**config.mk**
```make
export PLATFORM = sky130hd
export DESIGN_NAME = distance_vector_route_table
export DESIGN_NICKNAME = d
export VERILOG_FILES = /design/src/design/dvrt_pkg.sv /design/src/design/dvrt_front.sv /design/src/design/dvrt_back.sv /design/src/design/distance_vector_route_table.sv
export SDC_FILE = /design/constraint.sdc
export NUM_CORES = 1
export LEC_CHECK = 0
export BUFFER_PORTS_ARGS = -buffer_cell sky130_fd_sc_hd__buf_4
export CAP_MARGIN = 10
export CORE_ASPECT_RATIO = 0.9
export CORE_MARGIN = 3
export CORE_UTILIZATION = 54
export DETAILED_ROUTE_END_ITERATION = 8
export PLACE_DENSITY = 0.73
export SYNTH_ARGS = -nofsm -noshare
export SYNTH_HDL_FRONTEND = slang
export SYNTH_SLANG_ARGS = --single-unit
```
**constraint.sdc**
```tcl
create_clock -name i_clk -period 6.31 [get_ports i_clk]
set_input_delay 0.3155 -clock i_clk [delete_from_list [all_inputs] [get_ports i_clk]]
set_output_delay 0.3155 -clock i_clk [all_outputs]
set_load 0.01 [all_outputs]
```
**src/design/dvrt_pkg.sv**
```systemverilog
`timescale 1ns / 1ps
package dvrt_pkg;

    localparam int NODE_COUNT = 16;
    localparam logic [7:0] UNREACHABLE = 8'd255;

    typedef enum logic [1:0] {
        OP_INSTALL = 2'd0,
        OP_ADVERT  = 2'd1,
        OP_TICK    = 2'd2,
        OP_LOOKUP  = 2'd3
    } t_op;

    localparam logic CFG_SELF_NODE = 1'b0;
    localparam logic CFG_DEAD_TIME = 1'b1;

    typedef struct packed {
        logic [1:0] operation;
        logic [3:0] neighbor_id;
        logic [3:0] destination;
        logic [3:0] learned_from;
        logic [7:0] hop_count;
    } t_in_item;

    typedef struct packed {
        logic       found;
        logic [3:0] via_node;
        logic [7:0] hops;
        logic       changed;
    } t_out_item;

    typedef struct packed {
        logic [1:0] operation;
        logic [3:0] neighbor_id;
        logic [3:0] destination;
        logic [7:0] cost;
        logic       skip;
        logic [NODE_COUNT-1:0] dead_mask;
    } t_cmd;

    typedef enum logic [2:0] {
        ST_IDLE,
        ST_SCAN,
        ST_TICK,
        ST_WRITE,
        ST_DONE
    } t_state;

endpackage

```
**src/design/dvrt_front.sv**
```systemverilog
`timescale 1ns / 1ps
module dvrt_front (
    input  logic               i_clk,
    input  logic               i_rst_n,
    input  logic               i_valid,
    output logic               o_stall,
    input  dvrt_pkg::t_in_item i_data,
    input  logic [3:0]         i_self_node,
    input  logic [7:0]         i_dead_time,
    output logic               o_cmd_valid,
    input  logic               i_cmd_take,
    output dvrt_pkg::t_cmd     o_cmd
);
    import dvrt_pkg::*;

    logic                  r_heard [NODE_COUNT];
    logic [7:0]            r_age   [NODE_COUNT];
    logic                  r_q_valid;
    t_cmd                  r_q;
    logic                  accept;
    t_cmd                  n_q;
    logic [NODE_COUNT-1:0] dead;
    logic [8:0]            age_inc [NODE_COUNT];

    assign o_stall     = r_q_valid;
    assign accept      = i_valid && !r_q_valid;
    assign o_cmd_valid = r_q_valid;
    assign o_cmd       = r_q;

    always_comb begin
        for (int k = 0; k < NODE_COUNT; k++) begin
            age_inc[k] = {1'b0, r_age[k]} + 9'd1;
            dead[k]    = r_heard[k] && (age_inc[k] > {1'b0, i_dead_time});
        end
        n_q.operation   = i_data.operation;
        n_q.neighbor_id = i_data.neighbor_id;
        n_q.destination = i_data.destination;
        n_q.cost        = (i_data.hop_count >= UNREACHABLE - 8'd1) ? UNREACHABLE
                        : i_data.hop_count + 8'd1;
        n_q.dead_mask   = dead;
        unique case (t_op'(i_data.operation))
            OP_INSTALL: n_q.skip = (i_data.destination == i_self_node);
            OP_ADVERT:  n_q.skip = (i_data.neighbor_id == i_self_node)
                                || (i_data.destination == i_self_node)
                                || (i_data.learned_from == i_self_node);
            OP_TICK:    n_q.skip = (dead == '0);
            OP_LOOKUP:  n_q.skip = 1'b0;
            default:    n_q.skip = 1'b0;
        endcase
    end

    always_ff @(posedge i_clk) begin
        if (!i_rst_n) begin
            r_q_valid <= 1'b0;
            for (int k = 0; k < NODE_COUNT; k++) begin
                r_heard[k] <= 1'b0;
                r_age[k]   <= '0;
            end
        end else begin
            if (accept) begin
                r_q_valid <= 1'b1;
                r_q       <= n_q;
                if (t_op'(i_data.operation) == OP_ADVERT
                        && i_data.neighbor_id != i_self_node) begin
                    r_heard[i_data.neighbor_id] <= 1'b1;
                    r_age[i_data.neighbor_id]   <= '0;
                end
                if (t_op'(i_data.operation) == OP_TICK) begin
                    for (int k = 0; k < NODE_COUNT; k++) begin
                        if (r_heard[k]) begin
                            r_age[k] <= dead[k] ? 8'd0 : age_inc[k][7:0];
                        end
                    end
                end
            end else if (i_cmd_take) begin
                r_q_valid <= 1'b0;
            end
        end
    end
endmodule

```
**src/design/dvrt_back.sv**
```systemverilog
`timescale 1ns / 1ps
module dvrt_back #(
    parameter int TABLE_ENTRIES = 16
) (
    input  logic                i_clk,
    input  logic                i_rst_n,
    input  logic                i_cmd_valid,
    output logic                o_cmd_take,
    input  dvrt_pkg::t_cmd      i_cmd,
    input  logic [3:0]          i_self_node,
    output logic                o_valid,
    input  logic                i_stall,
    output dvrt_pkg::t_out_item o_data
);
    import dvrt_pkg::*;

    localparam int IW = (TABLE_ENTRIES > 1) ? $clog2(TABLE_ENTRIES) : 1;
    localparam int CW = $clog2(TABLE_ENTRIES + 1);

    t_state          r_state, n_state;
    logic [TABLE_ENTRIES-1:0] r_valid;
    logic [3:0]      r_dest [TABLE_ENTRIES];
    logic [3:0]      r_next [TABLE_ENTRIES];
    logic [3:0]      r_src  [TABLE_ENTRIES];
    logic [7:0]      r_cost [TABLE_ENTRIES];
    logic [CW-1:0]   r_idx;
    t_cmd            r_cmd;
    logic            r_hit, r_free_ok;
    logic [IW-1:0]   r_hit_idx, r_free_idx;
    logic            r_changed;
    logic            r_out_valid;
    t_out_item       r_out;

    logic [IW-1:0]   idx;
    logic            scan_last;
    logic            touch;
    logic            do_write;
    logic [IW-1:0]   w_idx;
    logic [3:0]      w_next, w_src;
    logic [7:0]      w_cost;
    logic            w_diff;
    t_out_item       result;

    assign idx        = r_idx[IW-1:0];
    assign scan_last  = (r_idx == CW'(TABLE_ENTRIES - 1));
    assign o_cmd_take = (r_state == ST_IDLE) && i_cmd_valid && !r_out_valid;
    assign o_valid    = r_out_valid;
    assign o_data     = r_out;
    assign touch = r_valid[idx] && (r_cost[idx] != UNREACHABLE)
                && (r_cmd.dead_mask[r_dest[idx]] || r_cmd.dead_mask[r_next[idx]]
                    || r_cmd.dead_mask[r_src[idx]]);

    always_comb begin
        do_write = 1'b0;
        w_idx    = r_hit ? r_hit_idx : r_free_idx;
        w_next   = r_cmd.neighbor_id;
        w_src    = r_cmd.neighbor_id;
        w_cost   = r_cmd.cost;
        if (t_op'(r_cmd.operation) == OP_INSTALL) begin
            w_next   = r_cmd.destination;
            w_src    = i_self_node;
            w_cost   = 8'd1;
            do_write = r_hit || r_free_ok;
        end else if (r_hit) begin
            do_write = (r_next[r_hit_idx] == r_cmd.neighbor_id
                        && r_src[r_hit_idx] == r_cmd.neighbor_id)
                    || (r_cmd.cost < r_cost[r_hit_idx]);
        end else begin
            do_write = r_free_ok && (r_cmd.cost != UNREACHABLE);
        end
        w_diff = !r_hit || r_next[w_idx] != w_next || r_src[w_idx] != w_src
              || r_cost[w_idx] != w_cost;
    end

    always_comb begin
        n_state = r_state;
        unique case (r_state)
            ST_IDLE:  if (o_cmd_take) begin
                n_state = i_cmd.skip ? ST_DONE
                        : (t_op'(i_cmd.operation) == OP_TICK) ? ST_TICK : ST_SCAN;
            end
            ST_SCAN:  if (scan_last) begin
                n_state = (t_op'(r_cmd.operation) == OP_LOOKUP) ? ST_DONE : ST_WRITE;
            end
            ST_TICK:  if (scan_last) n_state = ST_DONE;
            ST_WRITE: n_state = ST_DONE;
            ST_DONE:  n_state = ST_IDLE;
            default:  n_state = ST_IDLE;
        endcase
    end

    always_comb begin
        result = '0;
        if (t_op'(r_cmd.operation) == OP_LOOKUP) begin
            result.found    = r_hit;
            result.via_node = r_hit ? r_next[r_hit_idx] : 4'd0;
            result.hops     = r_hit ? r_cost[r_hit_idx] : UNREACHABLE;
        end else begin
            result.changed  = r_changed;
        end
    end

    always_ff @(posedge i_clk) begin
        if (!i_rst_n) begin
            r_state     <= ST_IDLE;
            r_valid     <= '0;
            r_out_valid <= 1'b0;
        end else begin
            r_state <= n_state;
            if (r_out_valid && !i_stall) r_out_valid <= 1'b0;
            unique case (r_state)
                ST_IDLE: if (o_cmd_take) begin
                    r_cmd     <= i_cmd;
                    r_idx     <= '0;
                    r_hit     <= 1'b0;
                    r_free_ok <= 1'b0;
                    r_changed <= 1'b0;
                end
                ST_SCAN: begin
                    r_idx <= r_idx + CW'(1);
                    if (r_valid[idx] && r_dest[idx] == r_cmd.destination && !r_hit) begin
                        r_hit     <= 1'b1;
                        r_hit_idx <= idx;
                    end
                    if (!r_valid[idx] && !r_free_ok) begin
                        r_free_ok  <= 1'b1;
                        r_free_idx <= idx;
                    end
                end
                ST_TICK: begin
                    r_idx <= r_idx + CW'(1);
                    if (touch) begin
                        r_cost[idx] <= UNREACHABLE;
                        r_changed   <= 1'b1;
                    end
                end
                ST_WRITE: if (do_write) begin
                    r_valid[w_idx] <= 1'b1;
                    r_dest[w_idx]  <= r_cmd.destination;
                    r_next[w_idx]  <= w_next;
                    r_src[w_idx]   <= w_src;
                    r_cost[w_idx]  <= w_cost;
                    r_changed      <= w_diff;
                end
                ST_DONE: begin
                    r_out_valid <= 1'b1;
                    r_out       <= result;
                end
                default: ;
            endcase
        end
    end

    assert property (@(posedge i_clk) disable iff (!i_rst_n)
        (r_state == ST_DONE) |=> r_out_valid)
        else $error("result not posted");
    assert property (@(posedge i_clk) disable iff (!i_rst_n)
        o_cmd_take |-> !r_out_valid)
        else $error("took command with result pending");
    assert property (@(posedge i_clk) disable iff (!i_rst_n)
        (r_state == ST_WRITE) |=> $stable(r_cmd))
        else $error("command changed during write");
endmodule

```
**src/design/distance_vector_route_table.sv**
```systemverilog
`timescale 1ns / 1ps
// channel  direction  payload     handshake
// in       input      t_in_item   i_valid / o_stall
// out      output     t_out_item  o_valid / i_stall
// cfg      input      index,data  i_cfg_we
// an update scans the table one entry per cycle, then writes its entry and posts the result;
// a lookup or a tick with a dead neighbor scans and then posts, and a skipped item only posts
// reset is synchronous and active low and clears route valid bits and neighbor ages
// one item waits in the front queue while the back works; a stalled result holds the back
module distance_vector_route_table #(
    parameter int TABLE_ENTRIES = 16
) (
    input  logic                i_clk,
    input  logic                i_rst_n,
    input  logic                i_valid,
    output logic                o_stall,
    input  dvrt_pkg::t_in_item  i_data,
    output logic                o_valid,
    input  logic                i_stall,
    output dvrt_pkg::t_out_item o_data,
    input  logic                i_cfg_we,
    input  logic                i_cfg_index,
    input  logic [7:0]          i_cfg_data
);
    import dvrt_pkg::*;

    logic [3:0] r_self_node;
    logic [7:0] r_dead_time;
    logic       cmd_valid, cmd_take;
    t_cmd       cmd;

    always_ff @(posedge i_clk) begin
        if (!i_rst_n) begin
            r_self_node <= 4'd0;
            r_dead_time <= 8'd3;
        end else if (i_cfg_we) begin
            unique case (i_cfg_index)
                CFG_SELF_NODE: r_self_node <= i_cfg_data[3:0];
                CFG_DEAD_TIME: r_dead_time <= i_cfg_data;
                default: ;
            endcase
        end
    end

    dvrt_front u_front (
        .i_clk, .i_rst_n, .i_valid, .o_stall, .i_data,
        .i_self_node(r_self_node), .i_dead_time(r_dead_time),
        .o_cmd_valid(cmd_valid), .i_cmd_take(cmd_take), .o_cmd(cmd)
    );

    dvrt_back #(.TABLE_ENTRIES(TABLE_ENTRIES)) u_back (
        .i_clk, .i_rst_n, .i_cmd_valid(cmd_valid), .o_cmd_take(cmd_take), .i_cmd(cmd),
        .i_self_node(r_self_node), .o_valid, .i_stall, .o_data
    );
endmodule
```
==> impl_metrics.json, run 1 <==
{
  "status": "finished clean",
  "routedWlPerCell_um": 26.3,
  "max_freq_mhz": 189,
  "grt_pass1_vias": 23300,
  "hold_depth": 2,
  "yosys.area_share.adder_pct": 5.96,
  "dieArea_sq_mm": 0.0632,
  "switching_share_pct": 26.3,
  "tns_ns": 0,
  "dpl.hpwl_mm": 64.4,
  "required_ns": 6.58,
  "cts.sinks": 604,
  "syn_avg_cell_area_sq_um": 12.4,
  "postPlaceCellArea_sq_mm": 0.0338,
  "place.gp.congestion": 0.985,
  "grt_max_degree": 75,
  "firstDrtPassIters": 6,
  "async_reset_ff_share_pct": 0,
  "die-width_um": 265,
  "yosys.area.top_type": "edfxtp_1",
  "met2_usage_pct": 44.6,
  "final.setup_skew_ns": 0.0421,
  "numCtsBuffers": 60,
  "clk_pin_slew_ns": 0.06,
  "pwr-share-clk_pct": 38.3,
  "syn_area_sq_mm": 0.0325,
  "end_kind": "flop",
  "slew_viol_final": 0,
  "seq_power_share_pct": 48.1,
  "grt_util_met3_pct": 7.13,
  "synth_warnings": 0,
  "core.rowCount": 84,
  "critical_path_class": "reg2reg",
  "drv_cap": 0,
  "p_int_mw": 6.82,
  "peakVddDrop_uv": 228,
  "hp-class": "in2reg",
  "wl_mm": 92.3,
  "cts_max_level": 2,
  "synth_top_area_share_pct": 38.7,
  "timing.final.hold_violations": 0,
  "drtIter0Drc": 3009,
  "antenna_found_initial": 5,
  "worst_slew_pin_slew_ns": 1.17,
  "synth-seq-cells": 604,
  "vias_per_cell": 6.77,
  "clock-root-buffer": "clkbuf_16",
  "synthesis.instances": 2619,
  "grt.overflow.total": 0,
  "synth.mux.area_fraction_pct": 15.0,
  "die_y_um": 239,
  "final_nets": 2871,
  "fin_hold_ws_ns": 0.0430,
  "fin_crit_sh_pct": 83.8,
  "crit_fanout": 33,
  "area_delta_synth_final_pct": 10.7,
  "ys_seq_area_share_pct": 50.1,
  "drc": 0,
  "groute.usage.overall_pct": 29.1,
  "ant_nets": 0,
  "synthSimpleGateAreaFrac_pct": 12.5,
  "utilization_pct": 61.0,
  "pwr_density_cell_mw_per_mm2": 257,
  "p_total_mw": 9.25,
  "grt_first_pass_wirelength_mm": 140,
  "dp_slack_ns": 1.09,
  "ioPinCount": 52,
  "design_area_sq_mm": 0.0360,
  "setup_viol": 0,
  "synth_edf_count": 419,
  "vias": 23800,
  "synthTopCellsByArea": "edfxtp_1 39%, mux4_2 12%, dfxtp_1 11%, ha_1 6.0%, nand2_1 2.5%",
  "drive_gt1_share_pct": 15.6,
  "clk-insertion-delay-late_ns": 0.65,
  "relSlewSlack_pct": 21.6,
  "timing.final.ws_setup_ns": 1.02,
  "initial_utilization_pct": 55.2,
  "cp.arrival_ns": 5.55,
  "start_kind": "flop",
  "grt_busiest_layer": "met2",
  "met1_usage_pct": 40.8,
  "place_inst": 3368,
  "power_switching_mw": 2.44,
  "rsz0062_at_grt": "false",
  "share_comb_of_total_power_pct": 13.6,
  "port_buffers": 51,
  "ctsResizeCount": 0,
  "rr_worst_depth": 10,
  "reg2reg_slack_ns": 1.02,
  "synthXorXnorAreaFrac_pct": 3.45,
  "synthDistinctLibCells": 85,
  "final_cells": 3509,
  "synth_flop_cell": "edfxtp_1",
  "synth_compound_area_share_pct": 10.7,
  "synth_top_family_by_area": "multiplexers",
  "clockBufferDepth": 3,
  "synth_nets": 2810,
  "hp-start": "i_data[6]",
  "leakagePower_nw": 13.7,
  "fp.coreArea_sq_mm": 0.0590,
  "cts_tree": "built",
  "fin_crit_ns": 5.29
}
## critical path: stages (launching register included)
cell	delay (ns)
dfxtp_4	0.76
buf_4	0.66
mux4_2	0.59
mux4_2	0.51
and3_1	0.20
o22ai_1	0.37
o2111ai_2	0.20
nand3b_2	0.41
nand2b_1	0.17
o32ai_2	0.30
a21boi_1	0.69
## logic make-up (layout without fill, tap and decap cells)
family | Yosys count | in the layout
simple gates | 812 | 812
buf+inv | 160 | 272
compound gates | 496 | 496
xor+xnor | 128 | 128
other cells | 0 | 4
mux | 264 | 264
fa+ha+maj | 155 | 155
flops | 604 | 604
## cell type report
type | instances | area, sq um
Fill cell | 4518 | 23000
Timing Repair Buffer | 119 | 991
Clock inverter | 35 | 315
Clock buffer | 78 | 1610
Tap cell | 774 | 968
Multi-Input combinational cell | 1855 | 15600
Sequential cell | 604 | 16300
Inverter | 40 | 150
Antenna cell | 4 | 10.0
## metal layers
| layer | part of all wire (%) | wire length [um] |
|---|---|---|
| met1 | 41 | 37400 |
| met2 | 44 | 40900 |
| met3 | 11 | 10400 |
| met4 | 3.9 | 3590 |
| met5 | 0.0076 | 7 |
## path summary, 6_finish.rpt
kind	to
setup reg to reg	u_back.r_cost[3][3]
hold / removal	u_front.o_cmd[23]
hold reg to reg	u_back.r_cmd[31]
setup / recovery	u_back.r_cost[3][3]
## state kept, by name, indices dropped and copies added (netlist names), 8 cells and up, named ones only
register / flops
r_dead_time: 8
u_back.o_data: 14
u_back.r_cmd: 34
u_back.r_cost: 128
u_back.r_dest: 64
u_back.r_next: 64
u_back.r_src: 64
u_back.r_valid: 16
u_front.o_cmd: 35
u_front.r_age: 128
u_front.r_heard: 16
## cells in the final DEF (no fill, tap or decap), types with 59 or more instances in the layout
| master | instances |
|---|---|
| nand2_1 | 219 |
| a21oi_1 | 91 |
| nand3_1 | 85 |
| o21ai_0 | 59 |
| mux2i_1 | 63 |
| edfxtp_1 | 419 |
| a22oi_1 | 76 |
| nor2_1 | 182 |
| xnor2_1 | 63 |
| buf_4 | 92 |
| ha_1 | 155 |
| dfxtp_1 | 178 |
| nand4_1 | 59 |
| xor2_1 | 65 |
| mux4_2 | 177 |
| clkbuf_16 | 62 |
## power groups by stage
stage,combinational (mW),clock [mW],sequential (mW)
after floorplan,0.948,0,4.41
after global placement,1.19,0,4.53
after detailed placement,1.21,0,4.53
after CTS,1.23,3.58,4.45
after global routing,1.34,3.74,4.46
final,1.26,3.54,4.45
## synthesized netlist by cell type (12+ instances only)
| library cell | n |
|---|---|
| edfxtp_1 | 419 |
| nand2_1 | 219 |
| dfxtp_1 | 185 |
| nor2_1 | 182 |
| mux4_2 | 177 |
| ha_1 | 155 |
| a21oi_1 | 91 |
| nand3_1 | 85 |
| a22oi_1 | 76 |
| mux2i_1 | 67 |
| xor2_1 | 65 |
| xnor2_1 | 63 |
| clkbuf_1 | 61 |
| nand4_1 | 59 |
| o21ai_0 | 59 |
| and3_1 | 57 |
| o21a_1 | 48 |
| a21o_1 | 47 |
| inv_1 | 39 |
| nor2b_1 | 37 |
| nor3_1 | 37 |
| and2_1 | 36 |
| a31oi_1 | 26 |
| nand2b_1 | 24 |
| buf_2 | 23 |
| mux2_2 | 19 |
| or3_1 | 15 |
| a21boi_1 | 14 |
| a32o_1 | 14 |
| buf_1 | 14 |
| a21boi_0 | 13 |
| buf_4 | 12 |
## repair_timing
item	CTS	global route
setup buffers	0	0
endpoints found under the hold margin	27	0
hold buffers	24	0
Power figures use the tool's default switching activity.
==> inputs of run 2 (changes only) <==
--- a/config.mk
+++ b/config.mk
@@ -11,7 +11,7 @@
 export CORE_MARGIN = 3
 export CORE_UTILIZATION = 54
 export DETAILED_ROUTE_END_ITERATION = 8
-export PLACE_DENSITY = 0.73
+export PLACE_DENSITY = 0.76
 export SYNTH_ARGS = -nofsm -noshare
 export SYNTH_HDL_FRONTEND = slang
 export SYNTH_SLANG_ARGS = --single-unit
==> constraint.sdc (replaced) <==
create_clock -name i_clk -period 4.5 [get_ports i_clk]
set_input_delay 0.225 -clock i_clk [delete_from_list [all_inputs] [get_ports i_clk]]
set_output_delay 0.225 -clock i_clk [all_outputs]
set_load 0.01 [all_outputs]
==> impl_metrics.json, run 2 (synthesis results as in run 1) <==
{
  "place.gp.congestion": 0.993,
  "final.setup_skew_ns": 0.0244,
  "drtIter0Drc": 3281,
  "dieArea_sq_mm": 0.0632,
  "crit_fanout": 33,
  "port_buffers": 51,
  "clk-insertion-delay-late_ns": 0.64,
  "grt_max_degree": 46,
  "tns_ns": 0,
  "final_common_cell": "edfxtp_1",
  "firstDrtPassIters": 6,
  "routedWlPerCell_um": 26.4,
  "hp-class": "in2reg",
  "start_kind": "flop",
  "fin_crit_ns": 4.44,
  "fp.coreArea_sq_mm": 0.0590,
  "leakagePower_nw": 14.4,
  "die_y_um": 239,
  "layout_common_cells": "419 x edfxtp_1, 219 x nand2_1, 182 x nor2_1, 178 x dfxtp_1, 177 x mux4_2",
  "slew_viol_final": 0,
  "slowest_stage": "nor4_4",
  "seq_area_sq_mm": 0.0163,
  "antenna_found_initial": 3,
  "required_ns": 4.73,
  "ioPinCount": 52,
  "drc": 0,
  "vias": 24300,
  "pwr_density_cell_mw_per_mm2": 366,
  "grt_pass1_vias": 24100,
  "cp_top_family": "simple AND/OR/NAND/NOR gates",
  "dp_slack_ns": 0.0662,
  "core.rowCount": 84,
  "dpl.hpwl_mm": 67.5,
  "peakVddDrop_uv": 324,
  "multi_input_comb_area_sq_mm": 0.0157,
  "max_freq_mhz": 225,
  "end_kind": "flop",
  "crit_path_cell_trace": "buf_12 -> buf_12 -> mux4_2 -> mux4_2 -> nor3_1 -> o22ai_1 -> o2111ai_2 -> nand3b_2 -> buf_12 -> nor4_4",
  "fill_cells": 4286,
  "grt.overflow.total": 0,
  "numCtsBuffers": 60,
  "status": "finished clean",
  "area_delta_synth_final_pct": 14.2,
  "ant_nets": 0,
  "cts_tree": "built",
  "fin_crit_sh_pct": 98.6,
  "final_nets": 2961,
  "top_regs": "u_back.r_cost: 128 flops, u_front.r_age: 128 flops",
  "vias_per_cell": 6.77,
  "timing.final.ws_setup_ns": 0.0628,
  "critical_path_class": "reg2reg",
  "rsz0062_at_grt": "false",
  "timing.final.hold_violations": 0,
  "grt_first_pass_wirelength_mm": 145,
  "setup_viol": 0,
  "cts_max_level": 2,
  "relSlewSlack_pct": 17.8,
  "crit_buf_inv": 3,
  "cp_slowest_stage_delay_ns": 0.99,
  "initial_utilization_pct": 55.2,
  "die-width_um": 265,
  "hp-start": "i_data[5]",
  "cp_common_cell": "buf_12",
  "groute.usage.overall_pct": 29.9,
  "clock-root-buffer": "clkbuf_16",
  "clk_pin_slew_ns": 0.07,
  "worst_slew_pin_slew_ns": 1.22,
  "drive_gt1_share_pct": 18.9,
  "wl_mm": 94.8,
  "cp.arrival_ns": 4.67,
  "drv_cap": 0,
  "clockBufferDepth": 3,
  "cts.sinks": 604
}
[run 2: per-layer routing]
metal  global-route usage, %  routed length [um]  vias up  share of wire, %
met5                       0                  13        -             0.014
met4                    9.37                2710        2               2.9
met3                    8.07               11700      194                12
met2                    46.0               42500     1579                45
met1                    41.9               37900    12000                40
li1                        -                   -    10500                 -
[run 2: worst paths after layout]
kind,end,cells after the start,slack [ns]
min,u_front.o_cmd[22],3,0.02
max,u_back.r_dest[4][0],10,0.06
max reg2reg,u_back.r_dest[4][0],10,0.06
min reg2reg,u_back.r_cmd[3],0,0.41
[run 2: worst register-to-register path, delay by kind of cell, from the launching register on]
kind	cells	cell delay, ns
AOI/OAI and AO/OA	2	0.56
buffers and inverters	3	0.62
DFF	1	0.37
muxes	2	1.12
and+or+nand+nor	3	1.36
[run 2: area by class of cell]
cell class              instances  area share (%)
diodes                          1         0.00674
clock buffers                  69            4.13
repair buffers                209            5.11
well taps                     774            2.61
multi-input cells            1855            42.3
flip-flops and latches        604            43.9
inverters                      40           0.404
clock inverters                44            1.60
[run 2: timing repair]
action                                  4_1_cts  5_1_grt
setup buffers                                 0        0
hold endpoints to repair                     30        0
resized for setup                             0        6
hold buffers                                 26        0
endpoints found under the setup margin        0      160
[run 2: where the power goes]
part	total (mW)	leakage [nW]	internal, mW	switching (mW)
sequential	6.22	5.65	6.03	0.190
combinational	1.94	7.69	0.806	1.14
clock	5.45	1.03	3.21	2.24
total	13.6	14.4	10.0	3.57
[run 2: stage by stage]
stage	instance area (sq um)	hold slack (ns)	total power [mW]	util [%]	instances
final	37200	0.0197	13.6	63.0	3596
after global routing	37200	0.0539	14.0	63.0	3596
after CTS	37100	0.00716	13.6	63.0	3595
after detailed placement	34800	0.405	8.19	58.9	3456
after global placement	34800	0.401	8.15	58.9	3456
after floorplan	32700	0.324	7.52	-	2619
